===== config.mk =====
export PLATFORM = sky130hd
export DESIGN_NAME = echo_broadcast_agreement_node_top
export DESIGN_NICKNAME = d
export VERILOG_FILES = /design/src/rtl/ebn_pkg.sv /design/src/rtl/echo_broadcast_agreement_node_top.sv /design/src/rtl/ebn_ram.sv /design/src/rtl/ebn_cfg.sv /design/src/rtl/ebn_core.sv
export SDC_FILE = /design/constraint.sdc
export NUM_CORES = 1
export LEC_CHECK = 0
export BUFFER_PORTS_ARGS = -buffer_cell sky130_fd_sc_hd__buf_2
export CAP_MARGIN = 20
export CORE_UTILIZATION = 50
export DETAILED_ROUTE_END_ITERATION = 16
export PLACE_DENSITY_LB_ADDON = 0.1
export SYNTH_ARGS = -nofsm -noshare
export SYNTH_HDL_FRONTEND = slang
export SYNTH_SLANG_ARGS = --single-unit

===== constraint.sdc =====
create_clock -name clk -period 6.8 [get_ports clk]
set_clock_uncertainty 0.1 [all_clocks]
set_input_delay 0.68 -clock clk [delete_from_list [all_inputs] [get_ports clk]]
set_output_delay 0.68 -clock clk [all_outputs]
set_load 0.01 [all_outputs]

===== src/rtl/ebn_pkg.sv =====
// ebn_pkg: shared types, codes and helpers for the echo broadcast agreement node
// used by the top, ebn_cfg and ebn_core; no dependencies
`timescale 1ns / 1ps

package ebn_pkg;

  localparam int NODES_DEF = 4;

  localparam logic [7:0]  NO_VALUE    = 8'd255;
  localparam logic [15:0] TICKS_RESET = 16'd10;

  // input selector
  localparam logic [1:0] OP_START = 2'd0;
  localparam logic [1:0] OP_MSG   = 2'd1;
  localparam logic [1:0] OP_TICK  = 2'd2;

  // message kind
  localparam logic MSG_INIT = 1'b0;
  localparam logic MSG_ECHO = 1'b1;

  // result kind
  localparam logic [1:0] KIND_INIT    = 2'd0;
  localparam logic [1:0] KIND_ECHO    = 2'd1;
  localparam logic [1:0] KIND_DELIVER = 2'd2;
  localparam logic [1:0] KIND_FAULT   = 2'd3;

  // fault codes
  localparam logic [1:0] FC_DUP   = 2'd0;
  localparam logic [1:0] FC_PHASE = 2'd1;
  localparam logic [1:0] FC_ROUND = 2'd2;
  localparam logic [1:0] FC_BUSY  = 2'd3;
  // code field of a result that is not a fault
  localparam logic [1:0] FC_NONE  = 2'd0;

  // register index
  localparam logic REG_SKEW = 1'b0;
  localparam logic REG_SEND = 1'b1;

  typedef enum logic [2:0] {
    PH_IDLE      = 3'd0,
    PH_ACC_ECHO  = 3'd1,
    PH_ACC_INIT  = 3'd2,
    PH_WAIT_INIT = 3'd3,
    PH_WAIT_ECHO = 3'd4,
    PH_SETTLE    = 3'd5
  } phase_t;

  typedef enum logic [3:0] {
    S_IDLE,
    S_MSG_RD,
    S_MSG_CHK,
    S_TICK,
    S_VOTE_RI,
    S_VOTE_LI,
    S_VOTE_CNT,
    S_VOTE_END,
    S_EMIT
  } seq_state_t;

  typedef struct packed {
    logic [15:0] skew_ticks;
    logic [15:0] send_ticks;
  } cfg_t;

  typedef struct packed {
    logic [1:0] op;
    logic [7:0] start_value;
    logic       msg_kind;
    logic [3:0] msg_sender;
    logic [7:0] msg_data;
    logic [7:0] msg_round;
  } item_t;

  typedef struct packed {
    logic [1:0] out_kind;
    logic [7:0] out_value;
    logic [3:0] out_sender;
    logic [7:0] out_round;
    logic [1:0] fault_code;
  } result_t;

  function automatic result_t make_res(logic [1:0] kind, logic [7:0] value,
                                       logic [3:0] sender, logic [7:0] rnd,
                                       logic [1:0] code);
    result_t r;
    r.out_kind   = kind;
    r.out_value  = value;
    r.out_sender = sender;
    r.out_round  = rnd;
    r.fault_code = code;
    return r;
  endfunction

  function automatic result_t fault_res(logic [1:0] code);
    return make_res(KIND_FAULT, 8'd0, 4'd0, 8'd0, code);
  endfunction

endpackage


===== src/rtl/echo_broadcast_agreement_node_top.sv =====
// echo_broadcast_agreement_node_top: one node of an echo based reliable broadcast
// depends on ebn_pkg, ebn_cfg, ebn_core and ebn_ram
//
// in_* stream carries start, message and tick requests; out_* stream carries
// initial and echo broadcasts, the delivered majority and fault reports, at
// most one result per request. cfg_* is an apb port for skew_ticks (0x0) and
// send_ticks (0x4), pready always high.
// in_tready is high only while the sequencer is idle. a start, an ignored op
// or a tick while idle is taken in idle; a tick goes on through S_TICK, a
// message through S_MSG_RD and S_MSG_CHK, and a result through S_EMIT.
// the tick that ends the wait-for-echoes phase runs the vote over the echo
// table through one compare unit and one ram read port. a result is
// registered and appears on out_* in the cycle after the sequencer hands it over.
// reset (rst_n low, synchronous) puts the node idle with round 0, both slot
// tables empty and both registers at 10; no clearing pass is needed.
// a result held by a stalled receiver stays in the output register; the
// sequencer keeps working and waits only when it has a second result ready.
`timescale 1ns / 1ps

module echo_broadcast_agreement_node_top #(
  parameter int NODES = ebn_pkg::NODES_DEF
) (
  input  logic        clk,
  input  logic        rst_n,
  input  logic        in_tvalid,
  output logic        in_tready,
  input  logic [31:0] in_tdata,  // start_value, msg_sender, msg_data, msg_round, zero pad
  input  logic [2:0]  in_tuser,  // op, msg_kind
  output logic        out_tvalid,
  input  logic        out_tready,
  output logic [23:0] out_tdata, // out_value, out_sender, out_round, zero pad
  output logic [3:0]  out_tuser, // out_kind, fault_code
  input  logic        cfg_psel,
  input  logic        cfg_penable,
  input  logic        cfg_pwrite,
  input  logic [2:0]  cfg_paddr,
  input  logic [31:0] cfg_pwdata,
  output logic [31:0] cfg_prdata,
  output logic        cfg_pready
);
  import ebn_pkg::*;

  cfg_t    cfg;
  item_t   item;
  result_t res;
  logic    res_valid, res_ready;
  logic    out_valid_r, out_valid_nxt;
  result_t out_r, out_nxt;

  ebn_cfg u_cfg (
    .clk     (clk),
    .rst_n   (rst_n),
    .psel    (cfg_psel),
    .penable (cfg_penable),
    .pwrite  (cfg_pwrite),
    .paddr   (cfg_paddr),
    .pwdata  (cfg_pwdata),
    .prdata  (cfg_prdata),
    .pready  (cfg_pready),
    .cfg     (cfg)
  );

  assign item.op          = in_tuser[1:0];
  assign item.msg_kind    = in_tuser[2];
  assign item.start_value = in_tdata[7:0];
  assign item.msg_sender  = in_tdata[11:8];
  assign item.msg_data    = in_tdata[19:12];
  assign item.msg_round   = in_tdata[27:20];

  ebn_core #(.NODES(NODES)) u_core (
    .clk        (clk),
    .rst_n      (rst_n),
    .cfg        (cfg),
    .item_valid (in_tvalid),
    .item_ready (in_tready),
    .item       (item),
    .res_valid  (res_valid),
    .res_ready  (res_ready),
    .res        (res)
  );

  // output register
  assign res_ready = !out_valid_r || out_tready;

  always_comb begin
    out_valid_nxt = out_valid_r;
    out_nxt       = out_r;
    if (res_valid && res_ready) begin
      out_valid_nxt = 1'b1;
      out_nxt       = res;
    end else if (out_tready) begin
      out_valid_nxt = 1'b0;
    end
  end

  always_ff @(posedge clk) begin
    if (!rst_n) begin
      out_valid_r <= 1'b0;
    end else begin
      out_valid_r <= out_valid_nxt;
    end
  end

  always_ff @(posedge clk) begin
    out_r <= out_nxt;
  end

  assign out_tvalid = out_valid_r;
  assign out_tdata  = {4'd0, out_r.out_round, out_r.out_sender, out_r.out_value};
  assign out_tuser  = {out_r.fault_code, out_r.out_kind};

`ifndef SYNTHESIS
  a_msg_busy: assert property (@(posedge clk) disable iff (!rst_n)
    (in_tvalid && in_tready && in_tuser[1:0] == OP_MSG) |=> !in_tready)
    else $error("message request did not hold off the input");

  a_fault_payload: assert property (@(posedge clk) disable iff (!rst_n)
    (out_tvalid && out_tuser[1:0] == KIND_FAULT) |->
      (out_tdata[7:0] == 8'd0 && out_tdata[19:8] == 12'd0))
    else $error("fault result carries a payload");

  a_code_clear: assert property (@(posedge clk) disable iff (!rst_n)
    (out_tvalid && out_tuser[1:0] != KIND_FAULT) |-> (out_tuser[3:2] == FC_NONE))
    else $error("non-fault result carries a fault code");
`endif

endmodule


===== src/rtl/ebn_ram.sv =====
// ebn_ram: generic single-write, single-read RAM with registered read data
// no dependencies
`timescale 1ns / 1ps

module ebn_ram #(
  parameter int WIDTH = 8,
  parameter int DEPTH = 4,
  localparam int AW = (DEPTH > 1) ? $clog2(DEPTH) : 1
) (
  input  logic             clk,
  input  logic             we,
  input  logic [AW-1:0]    waddr,
  input  logic [WIDTH-1:0] wdata,
  input  logic [AW-1:0]    raddr,
  output logic [WIDTH-1:0] rdata
);

  logic [WIDTH-1:0] mem [DEPTH];
  logic [WIDTH-1:0] rdata_r;

  always_ff @(posedge clk) begin
    if (we) begin
      mem[waddr] <= wdata;
    end
    rdata_r <= mem[raddr];
  end

  assign rdata = rdata_r;

endmodule


===== src/rtl/ebn_cfg.sv =====
// ebn_cfg: apb register file holding skew_ticks and send_ticks
// depends on ebn_pkg
`timescale 1ns / 1ps

module ebn_cfg (
  input  logic          clk,
  input  logic          rst_n,
  input  logic          psel,
  input  logic          penable,
  input  logic          pwrite,
  input  logic [2:0]    paddr,
  input  logic [31:0]   pwdata,
  output logic [31:0]   prdata,
  output logic          pready,
  output ebn_pkg::cfg_t cfg
);
  import ebn_pkg::*;

  logic [15:0] skew_r, skew_nxt;
  logic [15:0] send_r, send_nxt;
  logic        wr_en;

  assign pready = 1'b1;
  assign wr_en  = psel && penable && pwrite;

  always_comb begin
    skew_nxt = skew_r;
    send_nxt = send_r;
    if (wr_en) begin
      unique case (paddr[2])
        REG_SKEW: skew_nxt = pwdata[15:0];
        REG_SEND: send_nxt = pwdata[15:0];
        default: ;
      endcase
    end
  end

  always_ff @(posedge clk) begin
    if (!rst_n) begin
      skew_r <= TICKS_RESET;
      send_r <= TICKS_RESET;
    end else begin
      skew_r <= skew_nxt;
      send_r <= send_nxt;
    end
  end

  assign prdata         = {16'd0, (paddr[2] == REG_SEND) ? send_r : skew_r};
  assign cfg.skew_ticks = skew_r;
  assign cfg.send_ticks = send_r;

endmodule


===== src/rtl/ebn_core.sv =====
// ebn_core: round sequencer with the shared compare unit and the two slot tables
// depends on ebn_pkg and ebn_ram
`timescale 1ns / 1ps

module ebn_core #(
  parameter int NODES = ebn_pkg::NODES_DEF
) (
  input  logic             clk,
  input  logic             rst_n,
  input  ebn_pkg::cfg_t    cfg,
  input  logic             item_valid,
  output logic             item_ready,
  input  ebn_pkg::item_t   item,
  output logic             res_valid,
  input  logic             res_ready,
  output ebn_pkg::result_t res
);
  import ebn_pkg::*;

  localparam int AW  = (NODES > 1) ? $clog2(NODES) : 1;
  localparam int CW  = $clog2(NODES + 1);
  localparam int SLOTS = 1 << AW;
  localparam logic [CW-1:0] LAST_J = CW'(NODES);
  localparam logic [AW-1:0] LAST_I = AW'(NODES - 1);
  localparam logic [CW-1:0] MAJ_C  = CW'(NODES / 2 + 1);
  localparam logic [4:0]    NODES_C = 5'(NODES);

  seq_state_t     st_r, st_nxt;
  phase_t         phase_r, phase_nxt;
  logic [7:0]     round_r, round_nxt;
  logic [7:0]     own_r, own_nxt;
  logic [16:0]    tick_r, tick_nxt;
  logic [7:0]     held_r, held_nxt;
  logic [SLOTS-1:0] ivalid_r, ivalid_nxt;
  logic [SLOTS-1:0] evalid_r, evalid_nxt;
  item_t          item_r, item_nxt;
  result_t        res_r, res_nxt;
  logic [AW-1:0]  rd_idx_r;
  logic [AW-1:0]  i_r, i_nxt;
  logic [CW-1:0]  j_r, j_nxt;
  logic [CW-1:0]  cnt_r, cnt_nxt;
  logic [7:0]     vi_r, vi_nxt;

  logic [AW-1:0]  raddr;
  logic [AW-1:0]  waddr;
  logic           init_we, echo_we;
  logic [7:0]     init_rdata, echo_rdata;
  logic [7:0]     init_eff, echo_eff;
  logic           eq;
  logic [16:0]    tick_inc, plen;
  logic           sender_bad;
  logic           init_phase, echo_phase;

  assign waddr = item_r.msg_sender[AW-1:0];

  ebn_ram #(.WIDTH(8), .DEPTH(NODES)) u_init_ram (
    .clk   (clk),
    .we    (init_we),
    .waddr (waddr),
    .wdata (item_r.msg_data),
    .raddr (raddr),
    .rdata (init_rdata)
  );

  ebn_ram #(.WIDTH(8), .DEPTH(NODES)) u_echo_ram (
    .clk   (clk),
    .we    (echo_we),
    .waddr (waddr),
    .wdata (item_r.msg_data),
    .raddr (raddr),
    .rdata (echo_rdata)
  );

  assign init_eff   = ivalid_r[rd_idx_r] ? init_rdata : NO_VALUE;
  assign echo_eff   = evalid_r[rd_idx_r] ? echo_rdata : NO_VALUE;
  // shared compare unit for the vote
  assign eq         = (echo_eff == vi_r);
  assign tick_inc   = tick_r + 17'd1;
  assign plen       = (phase_r == PH_WAIT_INIT || phase_r == PH_WAIT_ECHO) ?
                      ({1'b0, cfg.skew_ticks} + {1'b0, cfg.send_ticks}) :
                      {1'b0, cfg.skew_ticks};
  assign sender_bad = ({1'b0, item_r.msg_sender} >= NODES_C);
  assign init_phase = (phase_r == PH_ACC_INIT || phase_r == PH_WAIT_INIT);
  assign echo_phase = (phase_r != PH_IDLE && phase_r != PH_SETTLE);

  always_comb begin
    st_nxt     = st_r;
    phase_nxt  = phase_r;
    round_nxt  = round_r;
    own_nxt    = own_r;
    tick_nxt   = tick_r;
    held_nxt   = held_r;
    ivalid_nxt = ivalid_r;
    evalid_nxt = evalid_r;
    item_nxt   = item_r;
    res_nxt    = res_r;
    i_nxt      = i_r;
    j_nxt      = j_r;
    cnt_nxt    = cnt_r;
    vi_nxt     = vi_r;
    raddr      = item_r.msg_sender[AW-1:0];
    init_we    = 1'b0;
    echo_we    = 1'b0;
    item_ready = 1'b0;
    res_valid  = 1'b0;

    unique case (st_r)
      S_IDLE: begin
        item_ready = 1'b1;
        if (item_valid) begin
          item_nxt = item;
          unique case (item.op)
            OP_START: begin
              if (phase_r != PH_IDLE) begin
                res_nxt = fault_res(FC_BUSY);
                st_nxt  = S_EMIT;
              end else begin
                own_nxt   = item.start_value;
                phase_nxt = PH_ACC_ECHO;
                tick_nxt  = 17'd0;
              end
            end
            OP_MSG: st_nxt = S_MSG_RD;
            OP_TICK: begin
              if (phase_r != PH_IDLE) begin
                st_nxt = S_TICK;
              end
            end
            default: ;
          endcase
        end
      end

      S_MSG_RD: st_nxt = S_MSG_CHK;

      S_MSG_CHK: begin
        st_nxt = S_EMIT;
        if (item_r.msg_round != round_r) begin
          res_nxt = fault_res(FC_ROUND);
        end else if (item_r.msg_kind == MSG_INIT && init_phase) begin
          if (sender_bad) begin
            res_nxt = fault_res(FC_PHASE);
          end else if (init_eff != NO_VALUE) begin
            res_nxt = fault_res(FC_DUP);
          end else begin
            init_we           = 1'b1;
            ivalid_nxt[waddr] = 1'b1;
            res_nxt = make_res(KIND_ECHO, item_r.msg_data, item_r.msg_sender,
                               item_r.msg_round, FC_NONE);
          end
        end else if (echo_phase) begin
          if (sender_bad) begin
            res_nxt = fault_res(FC_PHASE);
          end else if (echo_eff != NO_VALUE) begin
            res_nxt = fault_res(FC_DUP);
          end else begin
            echo_we           = 1'b1;
            evalid_nxt[waddr] = 1'b1;
            st_nxt            = S_IDLE;
          end
        end else begin
          res_nxt = fault_res(FC_PHASE);
        end
      end

      S_TICK: begin
        st_nxt = S_IDLE;
        if (tick_inc < plen) begin
          tick_nxt = tick_inc;
        end else begin
          tick_nxt = 17'd0;
          unique case (phase_r)
            PH_ACC_ECHO: phase_nxt = PH_ACC_INIT;
            PH_ACC_INIT: begin
              phase_nxt = PH_WAIT_INIT;
              if (own_r != NO_VALUE) begin
                res_nxt = make_res(KIND_INIT, own_r, 4'd0, round_r, FC_NONE);
                st_nxt  = S_EMIT;
              end
            end
            PH_WAIT_INIT: phase_nxt = PH_WAIT_ECHO;
            PH_WAIT_ECHO: begin
              held_nxt = NO_VALUE;
              i_nxt    = '0;
              st_nxt   = S_VOTE_RI;
            end
            PH_SETTLE: begin
              phase_nxt = PH_IDLE;
              res_nxt   = make_res(KIND_DELIVER, held_r, 4'd0, round_r, FC_NONE);
              st_nxt    = S_EMIT;
            end
            default: ;
          endcase
        end
      end

      S_VOTE_RI: begin
        raddr  = i_r;
        st_nxt = S_VOTE_LI;
      end

      S_VOTE_LI: begin
        vi_nxt  = echo_eff;
        raddr   = '0;
        j_nxt   = CW'(1);
        cnt_nxt = '0;
        st_nxt  = S_VOTE_CNT;
      end

      S_VOTE_CNT: begin
        cnt_nxt = cnt_r + CW'(eq);
        if (j_r == LAST_J) begin
          st_nxt = S_VOTE_END;
        end else begin
          raddr = j_r[AW-1:0];
          j_nxt = j_r + CW'(1);
        end
      end

      S_VOTE_END: begin
        if (cnt_r >= MAJ_C) begin
          held_nxt = vi_r;
        end
        if (i_r == LAST_I) begin
          ivalid_nxt = '0;
          evalid_nxt = '0;
          round_nxt  = round_r + 8'd1;
          phase_nxt  = PH_SETTLE;
          st_nxt     = S_IDLE;
        end else begin
          i_nxt  = i_r + AW'(1);
          st_nxt = S_VOTE_RI;
        end
      end

      S_EMIT: begin
        res_valid = 1'b1;
        if (res_ready) begin
          st_nxt = S_IDLE;
        end
      end

      default: st_nxt = S_IDLE;
    endcase
  end

  always_ff @(posedge clk) begin
    if (!rst_n) begin
      st_r     <= S_IDLE;
      phase_r  <= PH_IDLE;
      round_r  <= 8'd0;
      own_r    <= NO_VALUE;
      tick_r   <= 17'd0;
      held_r   <= NO_VALUE;
      ivalid_r <= '0;
      evalid_r <= '0;
      i_r      <= '0;
      j_r      <= '0;
      cnt_r    <= '0;
    end else begin
      st_r     <= st_nxt;
      phase_r  <= phase_nxt;
      round_r  <= round_nxt;
      own_r    <= own_nxt;
      tick_r   <= tick_nxt;
      held_r   <= held_nxt;
      ivalid_r <= ivalid_nxt;
      evalid_r <= evalid_nxt;
      i_r      <= i_nxt;
      j_r      <= j_nxt;
      cnt_r    <= cnt_nxt;
    end
  end

  always_ff @(posedge clk) begin
    item_r   <= item_nxt;
    res_r    <= res_nxt;
    vi_r     <= vi_nxt;
    rd_idx_r <= raddr;
  end

  assign res = res_r;

endmodule

==> impl_metrics.yaml <==
clock_network:
  cts_sinks: 256
  numCtsBuffers: 27
  clk_latency_ns: 0.55
  cts_resized: 0
  cts_tree: "built"
  hold_buffers: 0
  root_buffer: "clkbuf_16"
  cts_setup_buffers: 0
  htree_levels: 1
  clock_path_buffers: 3
  clk_pin_slew_ns: 0.06
layout:
  area_growth_syn_to_layout_pct: 12.8
  drive_above_1_share: 0.160
  post-route-util: 0.580
  postLayoutCellArea_mm2: 0.0137
  layout.area.seq_mm2: 0.00654
  multi_input_area_mm2: 0.00519
  antennaDiodeCount: 0
  nFillCells: 2053
  fin_nets: 1342
yosys:
  yosys_register_bits: 256
  synth.distinct_cells: 68
  syn_inst: 1143
  synth_top_area_share: 0.348
  yosys-top-cells-count: "edfxtp_1, nand2_1, dfxtp_1"
  synth_warnings: 0
  synth_area_per_cell_um2: 10.7
  async_flop_share: 0
  synth_ff_type: "edfxtp_1"
  syn_area_mm2: 0.0122
  yosys.area.top_type: "edfxtp_1"
  yosysMostFrequentCell: "edfxtp_1"
  ys_seq_area_frac: 0.537
  synth_area_leaders: "edfxtp_1, dfxtp_1, ha_1"
  synth_edf_count: 141
power:
  p_leak_nw: 5.38
  power.density_mw_per_mm2: 257
  switchingPower_w: 0.000817
  power_frac_seq: 0.497
  finalPower_w: 0.00353
  ir_drop_v: 0.000154
  switching_share: 0.231
  p_clk_frac: 0.436
  combPwrFrac: 0.067
  p_int_w: 0.00272
floorplanning:
  die_area_mm2: 0.0250
  die_x_um: 158
  fp-row-count: 56
  io_pins: 140
  die_h_um: 158
  coreArea_mm2: 0.0237
  start_util: 0.514
global_route:
  grt_pass1_vias: 8029
  overflow: 0
  antenna_found_initial: 0
  grt_pass1_wl_um: 43000
  grt_max_degree: 80
  track_usage: 0.224
place:
  dp_hpwl_um: 18800
  port_buffers: 96
  placed_area_mm2: 0.0128
  place_congestion: 0.853
drt:
  viasPerCell: 5.51
  routed_wl_um: 27300
  drt_iter0_markers: 495
  firstDrtPassIters: 5
  drc_errors: 0
  wl_per_cell_um: 17.5
  ant_nets: 0
  routed-via-count: 8601
worst_hold_path:
  hold_path.class: "in -> reg"
  whs_path_depth: 1
  holdPathEnd: "u_core.item_r[13]$_DFFE_PP_"
  min_from: "in_tdata[17]"
critical_path:
  startpoint: "u_cfg.skew_r[0]$_SDFFE_PN0P_"
  r2r-start: "u_cfg.skew_r[0]$_SDFFE_PN0P_"
  critPathRequiredTime_ns: 6.97
  reg2reg_depth: 16
  cp-start-kind: "register"
  arrival_ns: 5.47
  reg2reg_to: "u_core.res[10]$_DFFE_PP_"
  critPathCaptureType: "register"
  ff2ff_setup_slack_ns: 1.50
  worstPathMaxFanout: 24
  crit_type: "reg -> reg"
sta:
  period_minus_slack_ns: 5.30
  relSlewSlack: 0.304
  finalSetupViolCount: 0
  post-route-period-util: 0.779
  finalMaxSlewViolations: 0
  rsz0062_at_grt: "no"
  worstMarginPinSlew_ns: 1.04
  hold_viol: 0
  tns_ns: 0
  holdWs_ns: 0.208
  fmax_mhz: 189
job:
  cap_violations: 0
run_status:
  status: "finished clean"
worst max path at each step:
stage          depth (start not counted)                             end
3_3_place_gp                          16         u_core.res[2]$_DFFE_PP_
6_report                              16        u_core.res[10]$_DFFE_PP_
3_5_place_dp                          16         u_core.res[3]$_DFFE_PP_
4_1_cts                               15  u_core.tick_r[11]$_SDFFE_PN0P_
5_1_grt                               16        u_core.res[16]$_DFFE_PP_
2_1_floorplan                         15         u_core.res[0]$_DFFE_PP_
routing by layer:
layer / up-vias / track usage / share of wire
li1: 4287 / - / -
met1: 4044 / 0.340 / 0.50
met2: 234 / 0.332 / 0.43
met3: 36 / 0.0372 / 0.058
met4: 0 / 0.0527 / 0.017
met5: - / 0 / 0
critical path: stages (launching register included):
cell,delay [ns]
dfxtp_1,0.35
ha_1,0.24
fa_1,0.43
a211oi_1,0.41
o211ai_1,0.24
a22oi_1,0.26
a21boi_0,0.14
or3_1,0.32
a31oi_1,0.31
ha_1,0.33
a21oi_1,0.17
a21oi_1,0.09
a2111oi_0,0.69
nand3_1,0.35
a21oi_1,0.26
nor3_2,0.05
buf_4,0.26
flip-flops by register name, summed over array words and instances (netlist names), 16 cells and up:
| name | flops |
|---|---|
| u_core.item_r | 21 |
| u_core.u_echo_ram.mem | 32 |
| u_cfg.send_r | 16 |
| u_cfg.skew_r | 16 |
| out_tdata | 20 |
| u_core.u_init_ram.mem | 32 |
| u_core.res | 24 |
| u_core.tick_r | 17 |
stage by stage:
step | setup slack, ns | cells
after CTS | 1.63 | 1562
after floorplan | 1.36 | 1164
final | 1.50 | 1562
after detailed placement | 1.65 | 1512
after global placement | 1.73 | 1512
after global routing | 1.22 | 1562
cell families (layout without fill, tap and decap cells):
kind of cell	count (synthesis)	after routing	synth area share
AND/OR/NAND/NOR	400	400	0.162
XOR/XNOR	45	45	0.0324
AO/OA/AOI/OAI	226	226	0.119
flip-flops	256	256	0.537
buffers and inverters	106	185	0.0449
other	2	23	0.000617
adder cells (fa/ha/maj)	43	43	0.0448
multiplexers	65	65	0.0589
cell usage in the layout (no fill, tap or decap), types with 19 or more instances in the layout:
| cell type | Yosys | final |
|---|---|---|
| nand3_1 | 43 | 43 |
| edfxtp_1 | 141 | 141 |
| nand2_1 | 135 | 135 |
| nor3_1 | 22 | 19 |
| nor2_1 | 75 | 75 |
| conb_1 | 2 | 23 |
| buf_2 | 6 | 96 |
| mux2i_1 | 30 | 30 |
| dfxtp_1 | 115 | 115 |
| xor2_1 | 27 | 27 |
| o21ai_0 | 52 | 52 |
| clkbuf_16 | 0 | 27 |
| ha_1 | 42 | 42 |
| a21boi_0 | 30 | 30 |
| mux2_2 | 33 | 33 |
| inv_1 | 25 | 25 |
| a21oi_1 | 68 | 68 |
power by group through the flow:
stage	combinational [W]	clock, W	sequential, W
floorplan	0.000182	0	0.00176
global placement	0.000238	0	0.00179
detailed placement	0.000239	0	0.00179
CTS	0.000240	0.00158	0.00175
global route	0.000267	0.00164	0.00176
finish	0.000238	0.00154	0.00175
layout make-up:
type / instances / share of cell area
flip-flops and latches: 256 / 0.476
repair buffers: 109 / 0.0421
multi-input cells: 802 / 0.378
inverters: 26 / 0.00710
clock buffers: 29 / 0.0505
clock inverters: 21 / 0.0179
well taps: 319 / 0.0291
(Power assumes the default switching activity.)
